**src/design/cdq_pkg.sv**
```systemverilog
// ----------------------------------------------------------------------------
// cdq_pkg
// Shared types and constants of the circular deque: operation and status
// codes, field widths and the per-operation result record.
// ----------------------------------------------------------------------------
`default_nettype none

package cdq_pkg;

   // width of the capacity register and of the fill count
   localparam int unsigned CNT_W = 9;
   // width of the element ports
   localparam int unsigned VAL_W = 32;

   // operation codes carried by req_func
   typedef enum logic [1:0] {
      FUNC_PUSH_BACK  = 2'd0,
      FUNC_PUSH_FRONT = 2'd1,
      FUNC_POP_BACK   = 2'd2,
      FUNC_POP_FRONT  = 2'd3
   } func_type;

   // status codes returned on rsp_status
   typedef enum logic [1:0] {
      STAT_DONE  = 2'd0,
      STAT_FULL  = 2'd1,
      STAT_EMPTY = 2'd2
   } status_type;

   // per-operation outcome handed from the controller to the output pipeline
   typedef struct packed {
      logic               pop_ok;
      status_type         status;
      logic [CNT_W-1:0]   fill_count;
   } result_type;

endpackage : cdq_pkg

`default_nettype wire

```
**src/design/cdq_ctrl.sv**
```systemverilog
// ----------------------------------------------------------------------------
// cdq_ctrl
// Head, tail and count bookkeeping of the deque. Decodes each accepted
// operation into at most one RAM access and the result record for it.
// ----------------------------------------------------------------------------
`default_nettype none

module cdq_ctrl #(
   parameter int unsigned DEPTH = 256,
   parameter int unsigned MW    = 32
) (
   input  wire                              clock,
   input  wire                              reset,
   input  wire                              cap_wr,
   input  wire [cdq_pkg::CNT_W-1:0]         cap_data,
   input  wire                              accept,
   input  wire [1:0]                        func,
   input  wire [cdq_pkg::VAL_W-1:0]         push_value,
   output logic                             mem_wr_en,
   output logic                             mem_rd_en,
   output logic [$clog2(DEPTH)-1:0]         mem_addr,
   output logic [MW-1:0]                    mem_wdata,
   output cdq_pkg::result_type              result
);

   localparam int unsigned AW      = $clog2(DEPTH);
   localparam int unsigned CAP_RST = (256 > DEPTH) ? DEPTH : 256;

   logic [cdq_pkg::CNT_W-1:0] cap_ff,   cap_in;
   logic [AW-1:0]             last_ff,  last_in;
   logic [AW-1:0]             head_ff,  head_in;
   logic [AW-1:0]             tail_ff,  tail_in;
   logic [cdq_pkg::CNT_W-1:0] count_ff, count_in;
   logic [cdq_pkg::CNT_W-1:0] cap_clamp;
   logic [AW-1:0]             head_up, head_dn, tail_up, tail_dn;
   logic                      full, empty;

   // clamp a written capacity into 1..DEPTH
   always_comb begin
      cap_clamp = cap_data;
      if (cap_data == '0) begin
         cap_clamp = cdq_pkg::CNT_W'(1);
      end else if (32'(cap_data) > 32'(DEPTH)) begin
         cap_clamp = cdq_pkg::CNT_W'(DEPTH);
      end
   end

   // wrapping neighbours of both pointers
   assign head_up = (head_ff == last_ff) ? '0 : head_ff + AW'(1);
   assign head_dn = (head_ff == '0) ? last_ff : head_ff - AW'(1);
   assign tail_up = (tail_ff == last_ff) ? '0 : tail_ff + AW'(1);
   assign tail_dn = (tail_ff == '0) ? last_ff : tail_ff - AW'(1);

   assign full  = (count_ff == cap_ff);
   assign empty = (count_ff == '0);

   // decode of one operation
   always_comb begin
      cap_in            = cap_ff;
      last_in           = last_ff;
      head_in           = head_ff;
      tail_in           = tail_ff;
      count_in          = count_ff;
      mem_wr_en         = 1'b0;
      mem_rd_en         = 1'b0;
      mem_addr          = tail_ff;
      mem_wdata         = push_value[MW-1:0];
      result.pop_ok     = 1'b0;
      result.status     = cdq_pkg::STAT_DONE;
      unique case (cdq_pkg::func_type'(func))
         cdq_pkg::FUNC_PUSH_BACK: begin
            if (full) begin
               result.status = cdq_pkg::STAT_FULL;
            end else begin
               mem_wr_en = accept;
               mem_addr  = tail_ff;
               tail_in   = tail_up;
               count_in  = count_ff + cdq_pkg::CNT_W'(1);
            end
         end
         cdq_pkg::FUNC_PUSH_FRONT: begin
            if (full) begin
               result.status = cdq_pkg::STAT_FULL;
            end else begin
               mem_wr_en = accept;
               mem_addr  = head_dn;
               head_in   = head_dn;
               count_in  = count_ff + cdq_pkg::CNT_W'(1);
            end
         end
         cdq_pkg::FUNC_POP_BACK: begin
            if (empty) begin
               result.status = cdq_pkg::STAT_EMPTY;
            end else begin
               mem_rd_en     = accept;
               mem_addr      = tail_dn;
               tail_in       = tail_dn;
               count_in      = count_ff - cdq_pkg::CNT_W'(1);
               result.pop_ok = 1'b1;
            end
         end
         cdq_pkg::FUNC_POP_FRONT: begin
            if (empty) begin
               result.status = cdq_pkg::STAT_EMPTY;
            end else begin
               mem_rd_en     = accept;
               mem_addr      = head_ff;
               head_in       = head_up;
               count_in      = count_ff - cdq_pkg::CNT_W'(1);
               result.pop_ok = 1'b1;
            end
         end
         default: begin
            result.status = cdq_pkg::STAT_DONE;
         end
      endcase
      result.fill_count = count_in;
      // a capacity write empties the deque
      if (cap_wr) begin
         cap_in   = cap_clamp;
         last_in  = AW'(cap_clamp - cdq_pkg::CNT_W'(1));
         head_in  = '0;
         tail_in  = '0;
         count_in = '0;
      end
   end

   // pointer, count and capacity registers
   always_ff @(posedge clock) begin
      if (reset) begin
         cap_ff   <= cdq_pkg::CNT_W'(CAP_RST);
         last_ff  <= AW'(CAP_RST - 1);
         head_ff  <= '0;
         tail_ff  <= '0;
         count_ff <= '0;
      end else if (accept || cap_wr) begin
         cap_ff   <= cap_in;
         last_ff  <= last_in;
         head_ff  <= head_in;
         tail_ff  <= tail_in;
         count_ff <= count_in;
      end
   end

endmodule : cdq_ctrl

`default_nettype wire

```
**config.mk**
```make
export PLATFORM = sky130hd
export DESIGN_NAME = cdq_ctrl
export DESIGN_NICKNAME = d
export VERILOG_FILES = /design/src/design/cdq_pkg.sv /design/src/design/cdq_ctrl.sv
export SDC_FILE = /design/constraint.sdc
export NUM_CORES = 1
export LEC_CHECK = 0
export BUFFER_PORTS_ARGS = -buffer_cell sky130_fd_sc_hd__buf_2
export CORE_UTILIZATION = 50
export DETAILED_ROUTE_END_ITERATION = 8
export PLACE_DENSITY = 0.77
export SYNTH_ARGS = -nofsm -noshare
export SYNTH_HDL_FRONTEND = slang
export SYNTH_SLANG_ARGS = --single-unit
```
**constraint.sdc**
```tcl
create_clock -name clock -period 6.1 [get_ports clock]
set_input_delay 0.305 -clock clock [delete_from_list [all_inputs] [get_ports clock]]
set_output_delay 0.305 -clock clock [all_outputs]
set_load 0.02 [all_outputs]
```
==> qor.csv <==
stage;metric;value;unit
worst_setup_path;worstPathArrival;3.25;ns
worst_setup_path;worstPathMaxFanout;22;
worst_setup_path;crit_family;simple AND/OR/NAND/NOR gates;
yosys;synth_seq_cells;42;
power;totalPowerFinal;802;uW
clock_tree;h-tree-depth;2;
worst_setup_path;worstPathRequired;5.79;ns
grt;grt_pass1_vias;3972;
clock_tree;post_cts_buffers;0;
final_layout;drive_gt1_frac;0.133;
floorplan;std_cell_rows;32;
yosys;async_flop_share;0;
yosys;avgSynthCellArea;7.27;um^2
timing;fin_crit_sh;0.583;
yosys;synth_cell_type_count;73;
yosys;yosysSeqAreaShare;0.204;
place;port_buffers;36;
timing;max_slew_margin;0.336;
grt;grt_pass1_wl;19500;um
final_layout;antenna_cells;0;
floorplan;die_w;92.9;um
place;gp_congestion;0.929;
yosys;syn_nets;624;
floorplan;initial_core_util;0.526;
clock_tree;clockRootBuffer;clkbuf_8;
timing;fin_worst_skew;0.00403;ns
detailed_routing;viasPerCell;6.57;
worst_setup_path;slowest_stage;and2_1;
worst_setup_path;critical-path-max-stage-delay;0.74;ns
timing;fin_crit;3.56;ns
clock_tree;numCtsBuffers;5;
timing;hold_violations;0;
grt;grt_remaining_overflow;0;
clock_tree;cts_buffer_depth;2;
timing;fin_tns_setup;0;ns
yosys;synth_edf_count;0;
final_layout;area_growth;0.182;%
clock_tree;cts_hold_buf;0;
job;cap_violations;0;
worst_setup_path;worst_setup_path_end_kind;primary output;
grt;grt_max_degree;24;
timing;grt_setup_unrepaired;no;
detailed_routing;firstDrtPassIters;5;
clock_tree;clkSlewWorstSetupHoldPaths;0.09;ns
power;power_density;194;mW/mm^2
final_layout;fin_nets;589;
floorplan;num_io_pins;101;
clock_tree;clk_latency;0.31;ns
clock_tree;cts_tree;yes;
timing;max_clock_freq;281;MHz
detailed_routing;via_count;4181;
final_layout;fill_cells;791;
timing;setup_viol;0;
floorplan;die_y;92.9;um
min_path;hold_class;primary input to flop;
grt;grt_usage;0.279;
detailed_routing;ant_nets;0;
yosys;synth_area;0.00413;mm^2
detailed_routing;wirelength;11600;um
yosys;yosysWarningCount;0;
timing;maxSlewViolCount;0;
detailed_routing;dr.first_iter.drc_count;332;
worst_setup_path;crit_buf_inv;2;
floorplan;dieArea;0.00863;mm^2
outcome;outcome;complete, no violations;
yosys;synthFlopType;dfxtp_1;
power;ir_drop;0.0875;mV
detailed_routing;drc_errors;0;
floorplan;core-area;0.00785;mm^2
power;p_leak;1.63;nW
timing;tightest_slew;0.995;ns
yosys;syn_inst;568;
clock_tree;clock-sinks;42;
worst_setup_path;critPathKind;flop to primary output;
grt;antenna_found_initial;0;
detailed_routing;wl_per_cell;18.2;um
place;hpwlAfterDp;8140;um
worst_setup_path;crit_chain;inv_1 > ha_1 > nor4b_1 > and2_1 > nor4_1 > o21ai_0 > o311ai_0 > buf_2;
worst_setup_path;start_kind;flop;
clock_tree;cts_resized;0;
==> where the power goes <==
part,switching [mW],internal [mW],total (mW)
clock network,0.110,0.164,0.274
logic,0.140,0.0854,0.226
registers,0.0196,0.283,0.302
total,0.270,0.532,0.802
==> area by class of cell <==
type	instances	area, um^2	area share
Timing Repair Buffer	38	195	0.0472
Sequential cell	42	841	0.203
Multi-Input combinational cell	423	2750	0.665
Clock buffer	5	68.8	0.0166
Tap cell	102	128	0.0308
Inverter	23	86.3	0.0209
Clock inverter	3	68.8	0.0166
==> worst register-to-register path, delay by kind of cell (launching register included) <==
| kind | cells | cell delay, ns |
|---|---|---|
| AOI/OAI and AO/OA | 3 | 0.73 |
| adders and majority gates | 1 | 0.22 |
| buffers and inverters | 1 | 0.14 |
| DFF | 1 | 0.41 |
| and+or+nand+nor | 3 | 1.35 |
==> logic make-up (layout without fill, tap and decap cells) <==
family          after synthesis  after routing  synth area share
simple gates                201            201             0.254
fa+ha+maj                     9              9            0.0273
mux                          16             16            0.0397
xor+xnor                     41             41            0.0869
compound gates              156            156             0.258
flops                        42             42             0.204
buf+inv                     103             69             0.131
==> cells in the final DEF (no fill, tap or decap), types with 4 or more instances in the layout <==
master,n
dfxtp_1,42
ha_1,9
nand3_1,21
o31ai_1,7
nor3_1,12
buf_2,36
xnor2_1,34
and3_1,9
xor2_1,7
a32oi_1,4
a211o_1,6
o41ai_1,4
clkbuf_8,5
a21oi_1,34
or3_1,5
nand4_1,10
mux2i_1,13
nand2b_1,5
o21ai_0,34
a31oi_1,7
nor2b_1,6
nand2_1,43
o32ai_1,6
or4_1,5
o22ai_1,11
or2_2,7
inv_1,20
nor2_1,55
a211oi_1,6
==> flip-flops by register name, summed over array words and instances (netlist names) <==
signal and count:
last_ff 8, cap_ff 9, tail_ff 8, head_ff 8, count_ff 9
==> worst paths after layout <==
path	from	to	slack [ns]	cells past startpoint
max reg2reg	count_ff[0]	tail_ff[5]	3.16	8
min reg2reg	cap_ff[3]	cap_ff[3]	0.48	2
min	cap_data[7]	cap_ff[7]	0.29	3
max	count_ff[0]	mem_addr[5]	2.54	8
==> through the flow <==
step | hold WS, ns | instance area [um^2] | std cells | util | setup WS (ns)
2_1_floorplan | 0.445 | 4130 | 568 | - | 3.35
3_3_place_gp | 0.463 | 4000 | 628 | 0.510 | 3.23
3_5_place_dp | 0.473 | 4000 | 628 | 0.510 | 3.07
4_1_cts | 0.284 | 4140 | 636 | 0.527 | 2.64
5_1_grt | 0.305 | 4140 | 636 | 0.527 | 2.23
6_report | 0.291 | 4140 | 636 | 0.527 | 2.54
==> metal layers <==
metal  vias to the layer above  global-route usage  wire, um
li1                       1935                   -         -
met5                         -                   0         0
met4                         0               0.128       405
met2                       226               0.441      5250
met3                        47              0.0419       897
met1                      1973               0.372      5020
==> synth_stat cells (all sizes together), types with 6 or more instances <==
cell type,instances,area share
nand4,10,0.015
nand2,43,0.039
xnor2,34,0.072
nor3,13,0.017
o32ai,6,0.013
mux2i,13,0.031
o22ai,11,0.017
o21ai,36,0.044
a31oi,7,0.011
xor2,7,0.015
and3,9,0.014
a21oi,34,0.041
a211o,6,0.013
nor2,57,0.058
nand3,21,0.025
buf,52,0.084
a211oi,6,0.011
o31ai,7,0.013
nor2b,6,0.0091
dfxtp,42,0.20
or2,7,0.011
ha,9,0.027
clkbuf,28,0.025
inv,20,0.018
Power figures use the tool's default switching activity.
